## src/sv/rrd_pkg.sv

```systemverilog
package rrd_pkg;

   // Stream format and block limits
   localparam int MAX_BLOCK       = 4096;
   localparam int ORDER_BITS      = 8;
   localparam int PARAM_BITS      = 5;
   localparam int ORDER_MAX       = 8;
   localparam int LEN_W           = 13;
   localparam int SAMPLE_W        = 32;
   localparam int BLOCK_LEN_RESET = 1024;

   // Decoder phases
   typedef enum logic [2:0] {
      PH_ORDER,
      PH_PARAM,
      PH_GZERO,
      PH_GBITS,
      PH_RZERO,
      PH_RBITS
   } phase_type;

   // One decoded sample as it leaves the decoder
   typedef struct packed {
      logic                       valid;
      logic signed [SAMPLE_W-1:0] sample;
      logic                       last;
   } result_type;

   // Zigzag unmap: even codes are non-negative, odd codes negative
   function automatic logic [SAMPLE_W-1:0] unzig(input logic [SAMPLE_W-1:0] u);
      return (u >> 1) ^ {SAMPLE_W{u[0]}};
   endfunction

endpackage

```

## src/sv/rrd_decode.sv

```systemverilog
module rrd_decode
   import rrd_pkg::*;
(
   input  logic             clock,
   input  logic             reset,
   input  logic             csr_wr_en,
   input  logic [LEN_W-1:0] csr_wr_data,
   input  logic             accept,
   input  logic             code_bit,
   output result_type       result
);

   logic [LEN_W-1:0]    block_length_ff;
   phase_type           phase_ff, phase_in;
   logic [5:0]          bit_counter_ff, bit_counter_in;
   logic [31:0]         bit_acc_ff, bit_acc_in;
   logic [31:0]         zero_run_ff, zero_run_in;
   logic [3:0]          order_held_ff, order_held_in;
   logic [4:0]          rice_k_ff, rice_k_in;
   logic [8:0]          partition_index_ff, partition_index_in;
   logic [LEN_W-1:0]    sample_index_ff, sample_index_in;

   logic [LEN_W-1:0]    len_clamped;
   logic [LEN_W-1:0]    per_part;
   logic [9:0]          part_count;
   logic [8:0]          pi_base;
   logic [8:0]          pi_inc;
   logic                pi_done;
   logic                pi_last;
   logic [31:0]         acc_shift;
   logic [5:0]          cnt_inc;
   logic [31:0]         zero_run_sat;
   logic [31:0]         zero_run_dec;
   logic [31:0]         udiff;
   logic [31:0]         k_delta;
   logic [33:0]         k_sum;
   logic [4:0]          k_new;
   logic [5:0]          rice_len;
   logic [31:0]         acc_fin;
   logic [31:0]         rice_u;
   logic [LEN_W-1:0]    sample_inc;
   logic                samp_done;
   logic                go_enter;
   logic                go_next;
   logic                go_finish;

   // Samples per partition from the live block length
   assign len_clamped = (block_length_ff > LEN_W'(MAX_BLOCK)) ? LEN_W'(MAX_BLOCK)
                                                              : block_length_ff;
   assign per_part    = len_clamped >> order_held_ff;
   assign part_count  = 10'd1 << order_held_ff;

   // Partition stepping; the first partition counts from zero
   assign pi_base = (phase_ff == PH_PARAM) ? 9'd0 : partition_index_ff;
   assign pi_inc  = pi_base + 9'd1;
   assign pi_done = ({1'b0, pi_inc} >= part_count);
   assign pi_last = (({1'b0, partition_index_ff} + 10'd1) >= part_count);

   // Shared shift-in and counters
   assign acc_shift    = {bit_acc_ff[30:0], code_bit};
   assign cnt_inc      = bit_counter_ff + 6'd1;
   assign zero_run_sat = (zero_run_ff == '1) ? zero_run_ff : zero_run_ff + 32'd1;
   assign zero_run_dec = zero_run_ff - 32'd1;

   // Parameter change: add the signed delta and saturate to 0..31
   assign udiff   = (phase_ff == PH_GBITS) ? acc_shift - 32'd1 : 32'd0;
   assign k_delta = unzig(udiff);
   assign k_sum   = {29'd0, rice_k_ff} + {{2{k_delta[31]}}, k_delta};
   always_comb begin
      if (k_sum[33]) begin
         k_new = 5'd0;
      end else if (k_sum[32:5] != '0) begin
         k_new = 5'd31;
      end else begin
         k_new = k_sum[4:0];
      end
   end

   // Two-stage Rice value: (q+1)*2^k added for a nonzero quotient
   assign rice_len   = (zero_run_ff == '0) ? {1'b0, rice_k_ff} + 6'd1 : {1'b0, rice_k_ff};
   assign acc_fin    = (phase_ff == PH_RBITS) ? acc_shift : 32'd0;
   assign rice_u     = (zero_run_ff == '0) ? acc_fin
                                           : acc_fin + ((zero_run_ff + 32'd1) << rice_k_ff);
   assign sample_inc = sample_index_ff + LEN_W'(1);
   assign samp_done  = (sample_inc >= per_part);

   // Next state and result
   always_comb begin
      phase_in           = phase_ff;
      bit_counter_in     = bit_counter_ff;
      bit_acc_in         = bit_acc_ff;
      zero_run_in        = zero_run_ff;
      order_held_in      = order_held_ff;
      rice_k_in          = rice_k_ff;
      partition_index_in = partition_index_ff;
      sample_index_in    = sample_index_ff;
      result             = '0;
      go_enter           = 1'b0;
      go_next            = 1'b0;
      go_finish          = 1'b0;

      if (accept) begin
         case (phase_ff)
            PH_ORDER: begin
               bit_acc_in     = acc_shift;
               bit_counter_in = cnt_inc;
               if (cnt_inc >= 6'(ORDER_BITS)) begin
                  order_held_in  = (acc_shift[ORDER_BITS-1:0] > ORDER_BITS'(ORDER_MAX))
                                   ? 4'(ORDER_MAX) : acc_shift[3:0];
                  bit_counter_in = '0;
                  bit_acc_in     = '0;
                  phase_in       = PH_PARAM;
               end
            end
            PH_PARAM: begin
               bit_acc_in     = acc_shift;
               bit_counter_in = cnt_inc;
               if (cnt_inc >= 6'(PARAM_BITS)) begin
                  rice_k_in          = acc_shift[4:0];
                  bit_counter_in     = '0;
                  bit_acc_in         = '0;
                  partition_index_in = '0;
                  go_enter           = 1'b1;
               end
            end
            PH_GZERO: begin
               if (!code_bit) begin
                  zero_run_in = zero_run_sat;
               end else if (zero_run_ff == '0) begin
                  rice_k_in = k_new;
                  go_enter  = 1'b1;
               end else begin
                  bit_acc_in = 32'd1;
                  phase_in   = PH_GBITS;
               end
            end
            PH_GBITS: begin
               bit_acc_in  = acc_shift;
               zero_run_in = zero_run_dec;
               if (zero_run_dec == '0) begin
                  rice_k_in = k_new;
                  go_enter  = 1'b1;
               end
            end
            PH_RZERO: begin
               if (!code_bit) begin
                  zero_run_in = zero_run_sat;
               end else begin
                  bit_acc_in     = '0;
                  bit_counter_in = '0;
                  if (rice_len == '0) begin
                     go_finish = 1'b1;
                  end else begin
                     phase_in = PH_RBITS;
                  end
               end
            end
            PH_RBITS: begin
               bit_acc_in     = acc_shift;
               bit_counter_in = cnt_inc;
               if (cnt_inc >= rice_len) begin
                  go_finish = 1'b1;
               end
            end
            default: begin
               phase_in       = PH_ORDER;
               bit_counter_in = '0;
               bit_acc_in     = '0;
            end
         endcase
      end

      // Emit a finished sample
      if (go_finish) begin
         result.valid    = 1'b1;
         result.sample   = unzig(rice_u);
         result.last     = samp_done && pi_last;
         sample_index_in = sample_inc;
         if (samp_done) begin
            go_next = 1'b1;
         end else begin
            zero_run_in = '0;
            phase_in    = PH_RZERO;
         end
      end

      // Start a partition, or skip it when it holds no samples
      if (go_enter) begin
         if (per_part != '0) begin
            sample_index_in = '0;
            zero_run_in     = '0;
            phase_in        = PH_RZERO;
         end else begin
            go_next = 1'b1;
         end
      end

      // Advance to the next partition or back to the header
      if (go_next) begin
         partition_index_in = pi_inc;
         if (pi_done) begin
            phase_in       = PH_ORDER;
            bit_counter_in = '0;
            bit_acc_in     = '0;
         end else begin
            phase_in    = PH_GZERO;
            zero_run_in = '0;
         end
      end
   end

   // Block length register
   always_ff @(posedge clock) begin
      if (reset) begin
         block_length_ff <= LEN_W'(BLOCK_LEN_RESET);
      end else if (csr_wr_en) begin
         block_length_ff <= csr_wr_data;
      end
   end

   // Decoder state
   always_ff @(posedge clock) begin
      if (reset) begin
         phase_ff           <= PH_ORDER;
         bit_counter_ff     <= '0;
         bit_acc_ff         <= '0;
         zero_run_ff        <= '0;
         order_held_ff      <= '0;
         rice_k_ff          <= '0;
         partition_index_ff <= '0;
         sample_index_ff    <= '0;
      end else begin
         phase_ff           <= phase_in;
         bit_counter_ff     <= bit_counter_in;
         bit_acc_ff         <= bit_acc_in;
         zero_run_ff        <= zero_run_in;
         order_held_ff      <= order_held_in;
         rice_k_ff          <= rice_k_in;
         partition_index_ff <= partition_index_in;
         sample_index_ff    <= sample_index_in;
      end
   end

   // Samples only come out of the Rice phases
   assert property (@(posedge clock) disable iff (reset)
      result.valid |-> (phase_ff == PH_RZERO || phase_ff == PH_RBITS))
      else $error("sample emitted outside a Rice phase");

   // The final sample of a block returns the decoder to the header
   assert property (@(posedge clock) disable iff (reset)
      (result.valid && result.last) |=> (phase_ff == PH_ORDER))
      else $error("no header expected after the last sample");

   // Inside a block the partition index stays within the partition count
   assert property (@(posedge clock) disable iff (reset)
      (phase_ff != PH_ORDER && phase_ff != PH_PARAM)
         |-> ({1'b0, partition_index_ff} < part_count))
      else $error("partition index beyond the partition count");

   // The held order is clamped
   assert property (@(posedge clock) disable iff (reset)
      (phase_ff == PH_ORDER && accept && cnt_inc >= 6'(ORDER_BITS))
         |=> (order_held_ff <= 4'(ORDER_MAX)))
      else $error("partition order not clamped");

endmodule

```

## src/sv/rrd_out_stage.sv

```systemverilog
module rrd_out_stage
   import rrd_pkg::*;
(
   input  logic                       clock,
   input  logic                       reset,
   input  logic                       accept,
   input  result_type                 result,
   output logic                       in_stall,
   output logic                       rsp_valid,
   input  logic                       rsp_stall,
   output logic signed [SAMPLE_W-1:0] rsp_sample,
   output logic                       rsp_last
);

   logic                       valid_ff;
   logic signed [SAMPLE_W-1:0] sample_ff;
   logic                       last_ff;

   // Hold the input only while a result waits and the consumer stalls
   assign in_stall = valid_ff && rsp_stall;

   // Load a new result, or drop the old one once it has transferred
   always_ff @(posedge clock) begin
      if (reset) begin
         valid_ff <= 1'b0;
      end else if (accept && result.valid) begin
         valid_ff <= 1'b1;
      end else if (valid_ff && !rsp_stall) begin
         valid_ff <= 1'b0;
      end
   end

   always_ff @(posedge clock) begin
      if (accept && result.valid) begin
         sample_ff <= result.sample;
         last_ff   <= result.last;
      end
   end

   assign rsp_valid  = valid_ff;
   assign rsp_sample = sample_ff;
   assign rsp_last   = last_ff;

endmodule

```

## src/sv/partitioned_recursive_rice_decoder.sv

```systemverilog
// A sample appears on rsp_ in the cycle after the transfer of its final code bit.
// Throughput: one code bit per cycle; header and parameter bits produce no result.
// The next bit waits while a finished sample sits in the output register and rsp_stall is high.
// Reset (synchronous, active high): header phase, all counters zero, block_length 1024,
// output register empty.
module partitioned_recursive_rice_decoder
   import rrd_pkg::*;
(
   input  logic                       clock,
   input  logic                       reset,
   input  logic                       csr_wr_en,
   input  logic [LEN_W-1:0]           csr_wr_data,
   input  logic                       req_valid,
   output logic                       req_stall,
   input  logic                       req_bit_req,
   output logic                       rsp_valid,
   input  logic                       rsp_stall,
   output logic signed [SAMPLE_W-1:0] rsp_sample,
   output logic                       rsp_last
);

   logic       accept;
   result_type result;

   assign accept = req_valid && !req_stall;

   rrd_decode u_decode (
      .clock       (clock),
      .reset       (reset),
      .csr_wr_en   (csr_wr_en),
      .csr_wr_data (csr_wr_data),
      .accept      (accept),
      .code_bit    (req_bit_req),
      .result      (result)
   );

   rrd_out_stage u_out_stage (
      .clock      (clock),
      .reset      (reset),
      .accept     (accept),
      .result     (result),
      .in_stall   (req_stall),
      .rsp_valid  (rsp_valid),
      .rsp_stall  (rsp_stall),
      .rsp_sample (rsp_sample),
      .rsp_last   (rsp_last)
   );

endmodule
```

## config.mk

```make
export PLATFORM = sky130hd
export DESIGN_NAME = partitioned_recursive_rice_decoder
export DESIGN_NICKNAME = d
export VERILOG_FILES = /design/src/sv/rrd_pkg.sv /design/src/sv/rrd_decode.sv /design/src/sv/rrd_out_stage.sv /design/src/sv/partitioned_recursive_rice_decoder.sv
export SDC_FILE = /design/constraint.sdc
export NUM_CORES = 1
export LEC_CHECK = 0
export ABC_AREA = 1
export BUFFER_PORTS_ARGS = -buffer_cell sky130_fd_sc_hd__buf_2
export CELL_PAD_IN_SITES_DETAIL_PLACEMENT = 1
export CELL_PAD_IN_SITES_GLOBAL_PLACEMENT = 1
export CORE_MARGIN = 2
export CORE_UTILIZATION = 40
export DETAILED_ROUTE_END_ITERATION = 8
export PLACE_DENSITY = 0.77
export SYNTH_ARGS = -nofsm -noshare
export SYNTH_HDL_FRONTEND = slang
export SYNTH_SLANG_ARGS = --single-unit
```

## constraint.sdc

```tcl
create_clock -name clock -period 7 [get_ports clock]
set_clock_uncertainty 0.15 [all_clocks]
set_input_delay 1.4 -clock clock [delete_from_list [all_inputs] [get_ports clock]]
set_output_delay 1.4 -clock clock [all_outputs]
set_load 0.01 [all_outputs]
```

==> impl_metrics.py, run 1 <==
metrics = {
    "global_routing": {
        "antenna_found_initial": 0,
        "grt_usage_pct": 29.5,
        "grt_pass1_vias": 19700,
        "gr-total-overflow": 0,
        "grt_start_max_net_pins": 78,
        "grt_pass1_wl_mm": 104,
    },
    "power_and_ir_drop": {
        "power_switching_share_pct": 28.8,
        "total_power_uw": 2110,
        "p_int_uw": 1500,
        "pwr-share-comb_pct": 10.6,
        "leakage_uw": 0.00814,
        "ir_worst_vdd_uv": 145,
        "pwr_density_cell_nw_per_um2": 117,
        "seqPwrFrac_pct": 42.4,
        "pwr-share-clk_pct": 47.0,
        "power_switching_uw": 607,
    },
    "sta": {
        "max_freq_ghz": 0.171,
        "rsz0062_at_grt": "false",
        "fin_tns_setup_ps": 0,
        "min_period_ps": 5830,
        "final-setup-viol-count": 0,
        "drv_slew": 0,
        "fin_hold_ws_ps": 338,
        "finalHoldViolCount": 0,
        "tightest_slew_ps": 1090,
        "maxSlewHeadroom_pct": 27.4,
        "post-route-period-util_pct": 83.3,
    },
    "setup_path": {
        "slowest_delay_ps": 520,
        "critPathKind": "reg2reg",
        "crit_top_cell": "nand2_1",
        "cp_top_family": "simple AND/OR/NAND/NOR gates",
        "cp.arrival_ps": 5910,
        "critical_path_buf_inv_count": 0,
        "cp_slowest_cell": "dfxtp_1",
        "endpoint_kind": "flop",
        "worstPathRequired_ps": 7080,
        "start_kind": "flop",
        "cp_max_fo": 9,
    },
    "synth": {
        "synth_xor_area_share_pct": 6.02,
        "synth-simple-area-share_pct": 39.4,
        "postSynthCellCount": 2900,
        "ys_types": 55,
        "syn_area_sq_um": 16900,
        "synth_fa_ha_area_share_pct": 6.61,
        "synth-compound-area-share_pct": 17.0,
        "synth_seq_cells": 150,
        "mappedNetlistNets": 3007,
        "synth_top_area_share_pct": 16.1,
        "ys_seq_area_share_pct": 19.7,
        "synth_area_leaders": "nand2_1 (16%), dfxtp_1 (14%), nor2_1 (11%), nand3_1 (7.2%), o21ai_0 (7.1%)",
        "ys_warn_count": 0,
        "yosys_most_used_dff": "dfxtp_1",
        "synth_top_family_by_area": "simple AND/OR/NAND/NOR gates",
        "syn_avg_cell_area_sq_um": 5.82,
        "synthMuxAreaShare_pct": 1.48,
        "yosysTopAreaCell": "nand2_1",
        "synth-async-reset-ratio_pct": 0,
        "synth-edff-count": 33,
    },
    "cts": {
        "clk_latency_ps": 490,
        "cts-root-buf": "clkbuf_16",
        "cts.repair.resized": 0,
        "clockBufferDepth": 2,
        "clock-sinks": 150,
        "tritoncts": "yes",
        "cts_buffers": 17,
        "cts_setup_buffers": 0,
        "cts_htree_levels": 4,
        "postCtsHoldBufs": 0,
        "cts.reportedPaths.clkPinSlew_ps": 70,
    },
    "routing": {
        "finalWirelength_mm": 64.8,
        "drc": 0,
        "first_iter_violations": 1307,
        "first_pass_iters": 8,
        "wl_per_cell_um": 18.9,
        "via_per_inst": 5.66,
        "drt.antenna.violating_nets": 0,
        "vias": 19400,
    },
    "placement": {
        "post-place-cells": 3390,
        "portBuffers": 53,
        "gp_congestion": 0.990,
        "hpwl_mm": 51.4,
    },
    "cells_and_area": {
        "fin_util_pct": 43.2,
        "num-nets-final": 2977,
        "layout_common_cells": "nand2_1 (724), nor2_1 (475), inv_1 (289)",
        "multi_input_area_sq_um": 11900,
        "area_growth_syn_to_layout_pct": 6.82,
        "layoutNonFillerInstCount": 3422,
        "final_common_cell": "nand2_1",
        "register_area_sq_um": 3330,
        "nFillCells": 5862,
        "n_antenna_cell": 0,
        "drive_gt1_share_pct": 5.48,
    },
    "floorplan": {
        "coreArea_sq_um": 41800,
        "row_count": 75,
        "start_util_pct": 40.4,
        "dieHeight_um": 209,
        "die_w_um": 209,
        "io_pins": 54,
        "die-area_sq_um": 43900,
    },
    "worst_hold_path": {
        "min_path_type": "reg2reg",
    },
    "outcome": {
        "status": "complete, no violations",
    },
    "run": {
        "drv_cap": 0,
    },
}
-- synthesized netlist by cell type (3+ instances only) --
cell type / number
buf_1: 13
buf_6: 5
a32oi_1: 4
nor2_1: 476
nor2_2: 18
nand3b_1: 3
clkinv_1: 3
nand3_2: 3
a21o_1: 4
o21ai_0: 239
buf_2: 11
o22ai_1: 41
nor3b_1: 4
dfxtp_1: 117
buf_4: 9
o21a_1: 14
ha_1: 86
mux2i_1: 25
nand3_1: 243
xnor2_1: 35
a21boi_0: 4
clkbuf_1: 80
o21bai_1: 3
a21oi_1: 152
xor2_1: 81
a211oi_1: 11
nor3_1: 39
o211ai_1: 14
nand2_2: 6
edfxtp_1: 33
or2_2: 8
inv_2: 7
nand2_1: 724
a31oi_1: 10
inv_1: 290
o221ai_1: 3
nand4_1: 48
nor2_4: 6
nor4_1: 6
-- sequential cells by signal, summed over array words and instances (netlist names), 4 cells and up --
signal	cells
u_decode.rice_k_ff	5
u_decode.sample_index_ff	13
u_decode.order_held_ff	4
u_out_stage.rsp_sample	32
u_decode.bit_counter_ff	6
u_decode.block_length_ff	13
u_decode.bit_acc_ff	31
u_decode.partition_index_ff	9
u_decode.zero_run_ff	32
-- worst reg2reg max path, delay by kind of cell, from the launching register on --
kind / cells / cell delay, ps
flip-flops: 1 / 520
adder cells (fa/ha/maj): 2 / 630
AO/OA/AOI/OAI: 8 / 1210
AND/OR/NAND/NOR: 21 / 3070
-- through the flow --
stage / setup slack, ps / cell area [sq um]
floorplan: 1990 / 16900
global placement: 1300 / 17400
detailed placement: 1160 / 17400
CTS: 1260 / 18000
global route: 569 / 18000
finish: 1170 / 18000
-- power groups by stage --
stage	sequential, uW	clock [uW]	combinational [uW]
CTS	895	1010	223
global route	896	1040	251
finish	895	990	224
detailed placement	914	0	220
global placement	914	0	211
floorplan	912	0	167
-- final cells by class --
type | count | area share, %
Inverter | 300 | 6.24
Timing Repair Buffer | 69 | 2.14
Tap cell | 539 | 3.74
Multi-Input combinational cell | 2332 | 66.1
Clock inverter | 14 | 0.909
Clock buffer | 18 | 2.43
Sequential cell | 150 | 18.5
-- worst paths after layout --
kind,from,end,slack (ps),depth (start not counted)
worst max register to register,u_decode.zero_run_ff[0],u_out_stage.rsp_sample[27],1170,31
worst max-delay path,u_decode.zero_run_ff[0],u_out_stage.rsp_sample[27],1170,31
worst min-delay path,u_decode.block_length_ff[4],u_decode.block_length_ff[4],340,2
worst min register to register,u_decode.block_length_ff[4],u_decode.block_length_ff[4],340,2
-- routing by layer --
layer / wire length [um] / share of wire, % / global-route usage (%) / vias to the layer above
li1: - / - / - / 9478
met1: 29400 / 45 / 38.0 / 9346
met2: 30700 / 47 / 50.6 / 431
met3: 2790 / 4.3 / 4.16 / 107
met4: 1850 / 2.9 / 10.2 / 0
met5: 0 / 0 / 0 / -
-- kinds of logic after synthesis --
kind of cell | Yosys count
buf+inv | 418
xor+xnor | 116
mux | 25
simple gates | 1587
flops | 150
compound gates | 516
fa+ha+maj | 88
(Power assumes the default switching activity.)
==> run 2, diff against run 1 <==
Clock period 7 ns to 6 ns, I/O delays scaled along.
==> run 2 against run 1 <==
  * Critical path depth did not move
  * Clock power rose by 19%
  * Non-clock buffer count rose by 10
  * Wire length rose by 0.90%
  * Count of clock-buffer cells in the layout rose by 3
  * Hold slack got worse by 4.7 ps
  * Sequential cell count did not move
  * Cell count rose by 0.29%
  * Die area did not move
  * Fmax rose by 6.5%
  * Worst setup slack got worse by 650 ps
  * Core utilization rose by 0.23 points
  * Critical endpoint unchanged
==> impl_metrics.py, run 2 (synthesized netlist as in run 1, its figures left out) <==
metrics = {
    "placement": {
        "post-place-cells": 3400,
        "dp_slack_ps": 486,
        "portBuffers": 53,
        "gp_congestion": 0.965,
        "hpwl_mm": 52.0,
    },
    "global_routing": {
        "gr-total-overflow": 0,
        "grt_usage_pct": 29.8,
        "grt_pass1_wl_mm": 105,
        "antenna_found_initial": 0,
        "grt_pass1_vias": 19900,
        "grt_start_max_net_pins": 64,
    },
    "routing": {
        "drc": 0,
        "via_per_inst": 5.64,
        "first_iter_violations": 1142,
        "finalWirelength_mm": 65.3,
        "vias": 19400,
        "drt.antenna.violating_nets": 0,
        "first_pass_iters": 5,
        "wl_per_cell_um": 19.0,
    },
    "power_and_ir_drop": {
        "pwr_density_cell_nw_per_um2": 137,
        "ir_worst_vdd_uv": 168,
        "leakage_uw": 0.00819,
        "total_power_uw": 2490,
    },
    "cells_and_area": {
        "drive_gt1_share_pct": 5.74,
        "layout_common_cells": "nand2_1 (724), nor2_1 (474), inv_1 (289)",
        "num-nets-final": 2987,
        "final_common_cell": "nand2_1",
        "nFillCells": 5837,
        "layoutNonFillerInstCount": 3432,
        "area_growth_syn_to_layout_pct": 7.39,
        "n_antenna_cell": 0,
    },
    "worst_hold_path": {
        "holdPathStages": 2,
        "min_path_type": "reg2reg",
    },
    "floorplan": {
        "die_w_um": 209,
        "coreArea_sq_um": 41800,
        "start_util_pct": 40.4,
        "die-area_sq_um": 43900,
        "io_pins": 54,
        "dieHeight_um": 209,
        "row_count": 75,
    },
    "sta": {
        "min_period_ps": 5480,
        "tightest_slew_ps": 1120,
        "fin_tns_setup_ps": 0,
        "maxSlewHeadroom_pct": 24.9,
        "final-setup-viol-count": 0,
        "post-route-period-util_pct": 91.3,
        "layout_setup_ws_ps": 523,
        "rsz0062_at_grt": "false",
        "finalHoldViolCount": 0,
        "drv_slew": 0,
        "max_freq_ghz": 0.183,
    },
    "setup_path": {
        "cp_slowest_cell": "dfxtp_1",
        "critPathKind": "reg2reg",
        "worstPathRequired_ps": 6070,
        "reg2regPathDepth": 31,
        "cp_max_fo": 9,
        "start_kind": "flop",
        "slowest_delay_ps": 500,
        "crit_top_cell": "nand2_1",
        "endpoint_kind": "flop",
        "cp.arrival_ps": 5550,
    },
    "cts": {
        "cts.reportedPaths.clkPinSlew_ps": 70,
        "cts_setup_buffers": 0,
        "cts_htree_levels": 4,
        "clock-sinks": 150,
        "cts-root-buf": "clkbuf_16",
        "tritoncts": "yes",
        "cts_buffers": 17,
        "clk_latency_ps": 480,
        "clockBufferDepth": 2,
    },
    "run": {
        "drv_cap": 0,
    },
    "outcome": {
        "status": "complete, no violations",
    },
}
## run 2: cell count changes in the layout (fill, tap and decap cells not counted), sizes merged
cell | previous run | this run
inv | 304 | 299
bufinv | 2 | 3
buf | 69 | 79
clkbuf | 18 | 21
clkinv | 6 | 8
clkinvlp | 2 | 1
## run 2: worst max-delay path: cells and delay by family (launching register included)
family / cells / cell delay, ps
buffers and inverters: 2 / 220
adder cells (fa/ha/maj): 2 / 540
flip-flops: 1 / 500
AND/OR/NAND/NOR: 19 / 2500
AO/OA/AOI/OAI: 8 / 1320
## run 2: timing repair
action,CTS,global route
endpoints found under the setup margin,0,5
hold buffers,0,0
resized for setup,0,4
## run 2: per-stage QoR
step                area, sq um  hold WS (ps)  utilization (%)
floorplan                 16900           299                -
finish                    18100           333             43.4
global placement          17500           316             41.9
CTS                       18100           338             43.4
detailed placement        17500           329             41.9
global route              18100           362             43.4
## run 2: per-layer routing
metal  routed length (um)  GRT usage [%]  vias to the layer above
met4                 2010           10.8                        0
met2                31000           51.5                      398
met5                    0              0                        -
li1                     -              -                     9498
met1                29500           37.6                     9341
met3                 2810           4.65                      117
## run 2: area by class of cell
type / instances / area, sq um / share of cell area [%]
Sequential cell: 150 / 3330 / 18.4
Clock inverter: 11 / 149 / 0.821
Multi-Input combinational cell: 2332 / 11900 / 65.8
Inverter: 300 / 1130 / 6.21
Clock buffer: 21 / 462 / 2.55
Tap cell: 539 / 674 / 3.72
Timing Repair Buffer: 79 / 460 / 2.54
## run 2: report_power, final
group / internal, uW / switching [uW]
sequential: 1030 / 9.86
clock: 680 / 496
combinational: 83.2 / 181
## run 2: path summary, 6_finish.rpt
check                                     from                            to  slack, ps
setup / recovery       u_decode.zero_run_ff[0]    u_out_stage.rsp_sample[27]        520
hold / removal    u_decode.sample_index_ff[12]  u_decode.sample_index_ff[12]        330
setup reg to reg       u_decode.zero_run_ff[0]    u_out_stage.rsp_sample[27]        520
hold reg to reg   u_decode.sample_index_ff[12]  u_decode.sample_index_ff[12]        330
==> run 3, diff against run 2 <==
Settings changed: CTS_BUF_LIST set to sky130_fd_sc_hd__clkbuf_4 sky130_fd_sc_hd__clkbuf_8, SKIP_CTS_REPAIR_TIMING set to 1.
==> run 3 against run 2 <==
  * Non-clock buffer count did not move
  * Power decreased by 10%
  * Cell count did not move
  * Core utilization fell by 0.42 points
  * Global-route usage down 0.20 points
  * Largest power group is now sequential cells
  * Die area did not move
  * Wire length is 0.79% lower
==> impl_metrics.py, run 3 (synthesized netlist as in run 1, its figures left out) <==
metrics = {
    "outcome": {
        "status": "complete, no violations",
    },
    "sta": {
        "rsz0062_at_grt": "false",
        "finalHoldViolCount": 0,
        "fin_tns_setup_ps": 0,
        "min_period_ps": 5410,
        "maxSlewHeadroom_pct": 25.5,
        "post-route-period-util_pct": 90.2,
        "final-setup-viol-count": 0,
        "max_freq_ghz": 0.185,
        "tightest_slew_ps": 1120,
        "drv_slew": 0,
    },
    "global_routing": {
        "grt_pass1_vias": 19900,
        "grt_usage_pct": 29.6,
        "grt_pass1_wl_mm": 104,
        "antenna_found_initial": 0,
        "grt_start_max_net_pins": 64,
        "gr-total-overflow": 0,
    },
    "cts": {
        "cts.reportedPaths.clkPinSlew_ps": 90,
        "cts_buffers": 17,
        "clockBufferDepth": 2,
        "tritoncts": "yes",
        "cts-root-buf": "clkbuf_8",
        "cts_htree_levels": 4,
        "clk_latency_ps": 540,
        "clock-sinks": 150,
    },
    "setup_path": {
        "critical_path_buf_inv_count": 0,
        "reg2regPathDepth": 29,
        "crit_top_cell": "nand2_1",
        "cp_slowest_cell": "dfxtp_1",
        "critPathKind": "reg2reg",
        "slowest_delay_ps": 520,
        "crit_cells": 29,
        "worstPathRequired_ps": 6150,
        "start_kind": "flop",
        "endpoint_kind": "flop",
        "cp_max_fo": 6,
        "cp_top_family": "simple AND/OR/NAND/NOR gates",
        "cp.arrival_ps": 5560,
    },
    "cells_and_area": {
        "register_area_sq_um": 3330,
        "fin_area_sq_um": 18000,
        "area_growth_syn_to_layout_pct": 6.36,
        "n_antenna_cell": 0,
        "num-nets-final": 2987,
        "final_common_cell": "nand2_1",
        "multi_input_area_sq_um": 11900,
        "layout_common_cells": "nand2_1 (724), nor2_1 (474), inv_1 (289)",
        "layoutNonFillerInstCount": 3432,
        "nFillCells": 5847,
        "drive_gt1_share_pct": 5.88,
    },
    "routing": {
        "drt.antenna.violating_nets": 0,
        "finalWirelength_mm": 64.8,
        "drc": 0,
        "vias": 19300,
        "first_iter_violations": 1070,
        "wl_per_cell_um": 18.9,
        "first_pass_iters": 5,
        "via_per_inst": 5.62,
    },
    "floorplan": {
        "dieHeight_um": 209,
        "die-area_sq_um": 43900,
        "coreArea_sq_um": 41800,
        "row_count": 75,
        "io_pins": 54,
        "die_w_um": 209,
        "start_util_pct": 40.4,
    },
    "placement": {
        "post_dp_cell_area_sq_um": 17500,
        "gp_congestion": 0.965,
        "post-place-cells": 3400,
        "hpwl_mm": 52.0,
        "portBuffers": 53,
    },
    "power_and_ir_drop": {
        "leakage_uw": 0.00812,
        "ir_worst_vdd_uv": 138,
        "pwr_density_cell_nw_per_um2": 124,
    },
    "run": {
        "drv_cap": 0,
    },
    "worst_hold_path": {
        "holdPathStages": 2,
        "min_path_type": "reg2reg",
    },
}
run 3: cell types whose count changed in the layout (fill, tap and decap cells not counted):
cell,delta
clkbuf_16,-18
clkbuf_8,+17
clkbuf_1,-3
clkbuf_4,+3
bufinv_16,+1
dfxtp_1,-1
dfxtp_2,+1
o21ai_0,+1
o21ai_1,-1
run 3: per-layer routing:
layer  GRT usage [%]  up-vias  share of wire, %
met2            51.0      359                47
met1            37.5     9309                46
met3            4.55      121               4.0
met4            10.7        0               3.1
met5               0        -                 0
li1                -     9501                 -
run 3: final cells by class:
class	count	area share, %
Multi-Input combinational cell	2332	66.4
Sequential cell	150	18.6
Inverter	300	6.27
Tap cell	539	3.76
Timing Repair Buffer	79	2.56
Clock buffer	20	1.43
Clock inverter	12	0.996
run 3: worst reg2reg max path: cells and delay by family, from the launching register on:
| family | cells | cell delay (ps) |
|---|---|---|
| adders and majority gates | 1 | 390 |
| DFF | 1 | 520 |
| and+or+nand+nor | 19 | 2670 |
| AOI/OAI and AO/OA | 9 | 1450 |
run 3: report_power, final:
group	internal, uW	switching, uW	leakage, uW
registers	1030	9.76	0.00125
clock network	468	461	0.000217
logic	83.1	180	0.00665
total	1580	651	0.00812
run 3: per-stage QoR:
| stage | setup slack, ps | hold slack (ps) | total power (uW) | util [%] |
|---|---|---|---|---|
| after floorplan | 1190 | 299 | 1260 | - |
| after global placement | 681 | 316 | 1320 | 41.9 |
| after detailed placement | 486 | 329 | 1330 | 41.9 |
| after CTS | 436 | 341 | 2260 | 43.0 |
| after global routing | 104 | 365 | 2330 | 43.0 |
| final | 587 | 338 | 2240 | 43.0 |
run 3: path summary, 6_finish.rpt:
kind	startpoint	to	slack [ps]
setup / recovery	u_decode.zero_run_ff[2]	u_out_stage.rsp_sample[27]	590
hold reg to reg	u_decode.block_length_ff[4]	u_decode.block_length_ff[4]	340
setup reg to reg	u_decode.zero_run_ff[2]	u_out_stage.rsp_sample[27]	590
hold / removal	u_decode.block_length_ff[4]	u_decode.block_length_ff[4]	340
